==> src/hw/rtl/mftt_pkg.sv <==
package mftt_pkg;

  localparam int unsigned CountsPerTurnDef = 8192;
  localparam int unsigned SlotsPerBusDef   = 7;

  localparam int unsigned IdW     = 11;
  localparam int unsigned ThrW    = 16;
  localparam int unsigned AngW    = 16;
  localparam int unsigned TurnW   = 16;
  localparam int unsigned TotalW  = 30;
  localparam int unsigned SlotW   = 3;
  localparam int unsigned CfgW    = 16;

  localparam logic [IdW-1:0]  BaseIdReset  = 11'd513;
  localparam logic [ThrW-1:0] WrapThrReset = 16'd6500;

  localparam logic CfgBaseId  = 1'b0;
  localparam logic CfgWrapThr = 1'b1;

  localparam logic signed [TurnW-1:0] TurnMax = 16'sh7fff;
  localparam logic signed [TurnW-1:0] TurnMin = 16'sh8000;

  typedef struct packed {
    logic                    hit;
    logic                    bus;
    logic [SlotW-1:0]        slot;
    logic [AngW-1:0]         angle;
    logic signed [15:0]      speed;
    logic signed [15:0]      current;
    logic [7:0]              temperature;
  } frame_t;

endpackage

==> src/hw/rtl/mftt_frame_decode.sv <==
module mftt_frame_decode (
  input  logic                        bus_i,
  input  logic [mftt_pkg::IdW-1:0]    ident_i,
  input  logic [63:0]                 payload_i,
  input  logic [mftt_pkg::IdW-1:0]    base_id_i,
  output mftt_pkg::frame_t            frame_o
);

  logic [mftt_pkg::IdW-1:0] offs;
  logic                     above;
  logic                     ok;

  assign offs  = ident_i - base_id_i;
  assign above = ident_i >= base_id_i;

  always_comb begin
    if (!bus_i) begin
      ok = offs <= 11'd4;
    end else begin
      ok = (offs == 11'd0) || (offs == 11'd3) || (offs == 11'd5) || (offs == 11'd6);
    end
  end

  always_comb begin
    frame_o.hit         = above && ok;
    frame_o.bus         = bus_i;
    frame_o.slot        = offs[mftt_pkg::SlotW-1:0];
    frame_o.angle       = payload_i[63:48];
    frame_o.speed       = $signed(payload_i[47:32]);
    frame_o.current     = $signed(payload_i[31:16]);
    frame_o.temperature = payload_i[15:8];
  end

endmodule

==> src/hw/rtl/mftt_turn_track.sv <==
module mftt_turn_track #(
  parameter int unsigned COUNTS_PER_TURN = mftt_pkg::CountsPerTurnDef,
  parameter int unsigned SLOTS_PER_BUS   = mftt_pkg::SlotsPerBusDef
) (
  input  logic                                   clk_i,
  input  logic                                   rst_ni,
  input  logic                                   upd_i,
  input  mftt_pkg::frame_t                       frame_i,
  input  logic [mftt_pkg::ThrW-1:0]              wrap_thr_i,
  output logic signed [mftt_pkg::TurnW-1:0]      turns_o,
  output logic [mftt_pkg::TotalW-1:0]            total_o
);

  localparam int unsigned NumRec = 2 * SLOTS_PER_BUS;
  localparam int unsigned IdxW   = $clog2(NumRec);
  localparam logic [mftt_pkg::TotalW-1:0] Cpt = mftt_pkg::TotalW'(COUNTS_PER_TURN);

  logic [mftt_pkg::AngW-1:0]           prev_q [NumRec];
  logic signed [mftt_pkg::TurnW-1:0]   turn_q [NumRec];
  logic [mftt_pkg::TotalW-1:0]         offs_q [NumRec];
  logic [NumRec-1:0]                   seen_q;

  logic [IdxW-1:0]                     idx;
  logic signed [mftt_pkg::AngW:0]      diff;
  logic signed [mftt_pkg::AngW+1:0]    diff_x;
  logic signed [mftt_pkg::AngW+1:0]    thr_x;
  logic                                inc;
  logic                                dec;
  logic signed [mftt_pkg::TurnW-1:0]   turn_d;
  logic [mftt_pkg::TotalW-1:0]         offs_d;

  assign idx = frame_i.bus ? IdxW'(SLOTS_PER_BUS) + IdxW'(frame_i.slot)
                           : IdxW'(frame_i.slot);

  assign diff   = $signed({1'b0, frame_i.angle}) - $signed({1'b0, prev_q[idx]});
  assign diff_x = {diff[mftt_pkg::AngW], diff};
  assign thr_x  = $signed({2'b00, wrap_thr_i});

  assign inc = seen_q[idx] && (diff_x < -thr_x) && (turn_q[idx] != mftt_pkg::TurnMax);
  assign dec = seen_q[idx] && (diff_x > thr_x) && (turn_q[idx] != mftt_pkg::TurnMin);

  always_comb begin
    turn_d = turn_q[idx];
    offs_d = offs_q[idx];
    if (inc) begin
      turn_d = turn_q[idx] + 16'sd1;
      offs_d = offs_q[idx] + Cpt;
    end else if (dec) begin
      turn_d = turn_q[idx] - 16'sd1;
      offs_d = offs_q[idx] - Cpt;
    end
  end

  assign turns_o = turn_d;
  assign total_o = offs_d + mftt_pkg::TotalW'(frame_i.angle);

  always_ff @(posedge clk_i or negedge rst_ni) begin
    if (!rst_ni) begin
      seen_q <= '0;
      for (int k = 0; k < NumRec; k++) begin
        prev_q[k] <= '0;
        turn_q[k] <= '0;
        offs_q[k] <= '0;
      end
    end else if (upd_i) begin
      seen_q[idx] <= 1'b1;
      prev_q[idx] <= frame_i.angle;
      turn_q[idx] <= turn_d;
      offs_q[idx] <= offs_d;
    end
  end

endmodule

==> src/hw/rtl/motor_feedback_turn_tracker_unit.sv <==
// motor feedback turn tracker
// slave stream: one received feedback frame per beat, tuser is the bus,
// tdata holds the identifier and the eight payload bytes
// master stream: one record per accepted frame, tuser is the source bus,
// tdata holds slot, angle, speed, current, temperature, turn count and
// multi-turn angle
// frames whose slot is not served on their bus are dropped with no beat out
// each input beat goes through the input register, then the result register;
// throughput is one frame per cycle unless the receiver stalls, set by the
// single read-modify-write of the slot record between the two registers
// the receiver stalling holds the result register; the input register still
// takes one more beat, and dropped frames keep flowing while stalled
// cfg_we_i writes register cfg_idx_i (0 base identifier, 1 wrap threshold)
// from cfg_data_i; user must write only while the block is idle (unenforced)
// reset clears all slot records (angle, turns, offset, first-frame flag) and
// both stream valid bits and loads the default base identifier and threshold
module motor_feedback_turn_tracker_unit #(
  parameter int unsigned COUNTS_PER_TURN = mftt_pkg::CountsPerTurnDef,
  parameter int unsigned SLOTS_PER_BUS   = mftt_pkg::SlotsPerBusDef
) (
  input  logic                      clk_i,
  input  logic                      rst_ni,
  input  logic                      cfg_we_i,
  input  logic                      cfg_idx_i,
  input  logic [mftt_pkg::CfgW-1:0] cfg_data_i,
  input  logic                      s_axis_tvalid,
  output logic                      s_axis_tready,
  input  logic [79:0]               s_axis_tdata,   // frame_identifier, payload
  input  logic                      s_axis_tuser,   // bus_select
  output logic                      m_axis_tvalid,
  input  logic                      m_axis_tready,
  // motor_slot, angle, speed, current, temperature, turn_count, total_angle
  output logic [111:0]              m_axis_tdata,
  output logic                      m_axis_tuser    // source_bus
);

  logic [mftt_pkg::IdW-1:0]   base_id_q;
  logic [mftt_pkg::ThrW-1:0]  wrap_thr_q;

  logic                       in_valid_q;
  logic                       in_bus_q;
  logic [mftt_pkg::IdW-1:0]   in_ident_q;
  logic [63:0]                in_payload_q;

  logic                       out_valid_q;
  logic [104:0]               out_data_q;
  logic                       out_bus_q;

  mftt_pkg::frame_t                   frame;
  logic signed [mftt_pkg::TurnW-1:0]  turns;
  logic [mftt_pkg::TotalW-1:0]        total;
  logic                               out_free;
  logic                               upd;
  logic                               adv;
  logic                               in_take;

  always_ff @(posedge clk_i or negedge rst_ni) begin
    if (!rst_ni) begin
      base_id_q  <= mftt_pkg::BaseIdReset;
      wrap_thr_q <= mftt_pkg::WrapThrReset;
    end else if (cfg_we_i) begin
      case (cfg_idx_i)
        mftt_pkg::CfgBaseId:  base_id_q  <= cfg_data_i[mftt_pkg::IdW-1:0];
        mftt_pkg::CfgWrapThr: wrap_thr_q <= cfg_data_i[mftt_pkg::ThrW-1:0];
        default: ;
      endcase
    end
  end

  mftt_frame_decode u_decode (
    .bus_i     (in_bus_q),
    .ident_i   (in_ident_q),
    .payload_i (in_payload_q),
    .base_id_i (base_id_q),
    .frame_o   (frame)
  );

  mftt_turn_track #(
    .COUNTS_PER_TURN (COUNTS_PER_TURN),
    .SLOTS_PER_BUS   (SLOTS_PER_BUS)
  ) u_track (
    .clk_i      (clk_i),
    .rst_ni     (rst_ni),
    .upd_i      (upd),
    .frame_i    (frame),
    .wrap_thr_i (wrap_thr_q),
    .turns_o    (turns),
    .total_o    (total)
  );

  assign out_free      = !out_valid_q || m_axis_tready;
  assign upd           = in_valid_q && frame.hit && out_free;
  assign adv           = in_valid_q && (!frame.hit || out_free);
  assign s_axis_tready = !in_valid_q || adv;
  assign in_take       = s_axis_tvalid && s_axis_tready;

  always_ff @(posedge clk_i or negedge rst_ni) begin
    if (!rst_ni) begin
      in_valid_q <= 1'b0;
    end else if (in_take) begin
      in_valid_q <= 1'b1;
    end else if (adv) begin
      in_valid_q <= 1'b0;
    end
  end

  always_ff @(posedge clk_i) begin
    if (in_take) begin
      in_bus_q     <= s_axis_tuser;
      in_ident_q   <= s_axis_tdata[10:0];
      in_payload_q <= s_axis_tdata[74:11];
    end
  end

  always_ff @(posedge clk_i or negedge rst_ni) begin
    if (!rst_ni) begin
      out_valid_q <= 1'b0;
    end else if (upd) begin
      out_valid_q <= 1'b1;
    end else if (m_axis_tready) begin
      out_valid_q <= 1'b0;
    end
  end

  always_ff @(posedge clk_i) begin
    if (upd) begin
      out_bus_q  <= frame.bus;
      out_data_q <= {total, turns, frame.temperature, frame.current, frame.speed,
                     frame.angle, frame.slot};
    end
  end

  assign m_axis_tvalid = out_valid_q;
  assign m_axis_tuser  = out_bus_q;
  assign m_axis_tdata  = {7'd0, out_data_q};

endmodule
==> config.mk <==
export PLATFORM = sky130hd
export DESIGN_NAME = motor_feedback_turn_tracker_unit
export DESIGN_NICKNAME = d
export VERILOG_FILES = /design/src/hw/rtl/mftt_pkg.sv /design/src/hw/rtl/mftt_frame_decode.sv /design/src/hw/rtl/mftt_turn_track.sv /design/src/hw/rtl/motor_feedback_turn_tracker_unit.sv
export SDC_FILE = /design/constraint.sdc
export NUM_CORES = 2
export LEC_CHECK = 0
export BUFFER_PORTS_ARGS = -buffer_cell sky130_fd_sc_hd__clkbuf_2
export CELL_PAD_IN_SITES_DETAIL_PLACEMENT = 1
export CELL_PAD_IN_SITES_GLOBAL_PLACEMENT = 1
export CORE_MARGIN = 3
export CORE_UTILIZATION = 50
export DETAILED_ROUTE_END_ITERATION = 10
export PLACE_DENSITY_LB_ADDON = 0.1
export SKIP_LAST_GASP = 1
export SLEW_MARGIN = 5
export SYNTH_ARGS = -nofsm -noshare
export SYNTH_HDL_FRONTEND = slang
export SYNTH_HIERARCHICAL = 1
export SYNTH_SLANG_ARGS = --single-unit
==> constraint.sdc <==
create_clock -name clk_i -period 12.8 [get_ports clk_i]
set_input_delay 1.92 -clock clk_i [delete_from_list [all_inputs] [get_ports clk_i]]
set_output_delay 1.92 -clock clk_i [all_outputs]
set_load 0.01 [all_outputs]
==> insert_results.sql <==
INSERT INTO impl_metrics (metric_group, metric, value, unit) VALUES
('outcome', 'outcome', 'finished clean', ''),
('layout', 'nNetsFinal', '4617', ''),
('floorplan', 'starting_density', '50.53', '%'),
('detailed_routing', 'ant_nets', '0', ''),
('synthesis', 'syn_inst', '4561', ''),
('floorplan', 'die_w', '324.4', 'um'),
('global_routing', 'grt_antenna_before_repair', '2', ''),
('global_routing', 'grt_first_pass_wirelength', '228600', 'um'),
('timing', 'grt_setup_unrepaired', 'false', ''),
('timing', 'worst_slew_pin_slew', '1.205', 'ns'),
('pwr', 'power_density_cells', '162.0', 'nW/um^2'),
('place', 'final_weighted_congestion_of_routability_driven_global_placement', '0.8339', ''),
('floorplan', 'area_of_the_die', '105200', 'sq um'),
('clock_network', 'hold_bufs_inserted_after_cts', '0', ''),
('pwr', 'worst_ir_drop_vdd', '177.0', 'uV'),
('clock_network', 'tritoncts', 'yes', ''),
('setup_path', 'critical_path.max_fanout', '59', ''),
('timing', 'drv_slew', '0', ''),
('setup_path', 'cp_data_arrival_time', '12.08', 'ns'),
('floorplan', 'i_o_pins', '218', ''),
('place', 'dpl-instance-area', '51800', 'sq um'),
('timing', 'finalSetupViolCount', '0', ''),
('synthesis', 'yosys_warnings', '6', ''),
('floorplan', 'die_h', '324.4', 'um'),
('detailed_routing', 'route.detailed.vias_per_inst', '5.858', ''),
('layout', 'most-common-layout-cells', 'sky130_fd_sc_hd__nand2_1, sky130_fd_sc_hd__dfrtp_1, sky130_fd_sc_hd__o21ai_0', ''),
('synthesis', 'syn-mean-instance-area', '11.11', 'sq um'),
('layout', 'fraction_of_final_layout_cells_sized_beyond_drive_strength_1', '19.89', '%'),
('timing', 'hold_slack', '0.3701', 'ns'),
('floorplan', 'std_cell_rows', '116', ''),
('detailed_routing', 'route.vias.total', '34500', ''),
('global_routing', 'vias_in_the_first_global_route', '36980', ''),
('global_routing', 'grt_overflow', '0', ''),
('detailed_routing', 'drt_first_iter_violations', '2381', ''),
('setup_path', 'worstSetupEndpoint', 'out_data_q[97]$_DFFE_PP_', ''),
('clock_network', 'cts_setup_buffers', '0', ''),
('timing', 'final_hold_viol_count', '0', ''),
('setup_path', 'cp_data_required_time', '13.26', 'ns'),
('timing', 'max_slew_margin', '19.11', '%'),
('layout', 'postLayoutCellArea', '55790', 'sq um'),
('timing', 'final.period_utilization', '90.79', '%'),
('pwr', 'p_leak', '25.73', 'nW'),
('clock_network', 'clk_latency', '0.71', 'ns'),
('job', 'drv_cap', '0', ''),
('layout', 'area_delta_synth_final', '10.08', '%'),
('floorplan', 'placeableCoreArea', '100300', 'sq um'),
('setup_path', 'crit_slowest_cell', 'sky130_fd_sc_hd__a21oi_1', ''),
('timing', 'finalCriticalPeriod', '11.62', 'ns'),
('clock_network', 'clockRootBuffer', 'sky130_fd_sc_hd__clkbuf_16', ''),
('min_path', 'hp-class', 'register to register', ''),
('setup_path', 'cp-end-kind', 'register', ''),
('clock_network', 'number_of_buffers_created_by_cts', '116', ''),
('detailed_routing', 'drt-pass1-iter-count', '6', ''),
('clock_network', 'cts.sink_count', '1085', ''),
('place', 'detailedPlacementHpwl', '88710', 'um'),
('setup_path', 'startpoint_type', 'register', ''),
('synthesis', 'syn-cell-area', '50680', 'sq um'),
('detailed_routing', 'routed_wirelength', '148500', 'um'),
('min_path', 'worstHoldStart', 'u_track/offs_q[90]$_DFFE_PN0P_', ''),
('global_routing', 'grt_start_max_net_pins', '175', ''),
('global_routing', 'groute.usage.overall', '28.32', '%'),
('clock_network', 'quantity_of_gates_resized_following_cts', '0', ''),
('timing', 'totalNegativeSetupSlack', '0', 'ns'),
('clock_network', 'worst_setup_hold_path_clk_slew', '0.06', 'ns'),
('layout', 'mostFrequentLayoutCell', 'sky130_fd_sc_hd__nand2_1', ''),
('place', 'port_buffers', '197', ''),
('setup_path', 'critical_path.startpoint', 'base_id_q[0]$_DFFE_PN1P_', ''),
('setup_path', 'largest_stage_delay_worst_path', '0.75', 'ns'),
('clock_network', 'clock_tree.htree_level_count', '3', ''),
('setup_path', 'r2r_cells', '39', ''),
('setup_path', 'reg2reg_setup_slack', '1.18', 'ns'),
('timing', 'max_freq', '86.05', 'MHz'),
('detailed_routing', 'detail_route.drc_violations', '0', ''),
('setup_path', 'worstReg2RegEnd', 'out_data_q[97]$_DFFE_PP_', ''),
('detailed_routing', 'wl_cell', '25.22', 'um'),
('clock_network', 'clockBufferDepth', '3', ''),
('timing', 'clock_skew', '0.02804', 'ns'),
('setup_path', 'r2r_start', 'base_id_q[0]$_DFFE_PN1P_', ''),
('setup_path', 'path_class', 'register to register', '');
## worst max-delay path, delay by kind of cell, from the launching register on
family | cells | cell delay (ns)
muxes | 1 | 0.39
and+or+nand+nor | 8 | 2.09
xor gates and xnor gates | 2 | 0.46
DFF | 1 | 0.53
adders and majority gates | 5 | 1.62
buffers and inverters | 5 | 1.15
AOI/OAI and AO/OA | 18 | 5.05
## area by class of cell
class	count	area, sq um
repair buffers	292	1797
multi-input cells	2853	19970
fillers	10330	44510
flip-flops and latches	1085	28030
inverters	81	311.5
clock inverters	45	484.2
well taps	1357	1698
diodes	1	2.502
clock buffers	175	3490
## report_power, final
group | internal [mW] | total, mW | switching, mW
registers | 3.56 | 3.60 | 0.0335
logic | 0.610 | 1.97 | 1.37
clock network | 2.04 | 3.47 | 1.43
total | 6.22 | 9.04 | 2.82
## worst min-delay path by stage
stage | slack [ns] | cells after the start | end
floorplan | 0.41 | 2 | u_track/seen_q[0]$_DFFE_PN0P_
global placement | 0.36 | 0 | u_track/offs_q[181]$_DFFE_PN0P_
detailed placement | 0.36 | 0 | u_track/offs_q[190]$_DFFE_PN0P_
CTS | 0.37 | 0 | u_track/offs_q[305]$_DFFE_PN0P_
global route | 0.38 | 0 | u_track/offs_q[307]$_DFFE_PN0P_
finish | 0.37 | 0 | u_track/offs_q[90]$_DFFE_PN0P_
## sequential cells by signal, summed over array words and instances, names as in the netlist, 11 cells and up
name            flops
in_ident_q         11
u_track/prev_q    224
u_track/offs_q    420
in_payload_q       56
u_track/turn_q    224
wrap_thr_q         16
u_track/seen_q     14
out_data_q        105
base_id_q          11
## per-stage QoR
step | worst slack (ns) | cells | total power, mW | utilization (%)
2_1_floorplan | 1.586 | 4567 | 4.901 | -
3_3_place_gp | 1.678 | 5668 | 5.607 | 51.65
3_5_place_dp | 1.339 | 5668 | 5.630 | 51.65
4_1_cts | 1.273 | 5888 | 9.118 | 55.61
5_1_grt | 0.3734 | 5888 | 9.431 | 55.62
6_report | 1.180 | 5889 | 9.040 | 55.62
## layer usage
| metal | wire, um | vias up | part of all wire (%) | GRT usage, % |
|---|---|---|---|---|
| li1 | - | 15510 | - | - |
| met1 | 63800 | 17900 | 43 | 37.93 |
| met2 | 72040 | 801 | 49 | 47.28 |
| met3 | 6812 | 288 | 4.6 | 3.906 |
| met4 | 5885 | 0 | 4.0 | 10.54 |
| met5 | 0 | - | 0 | 0 |
Power figures use the tool's default switching activity.
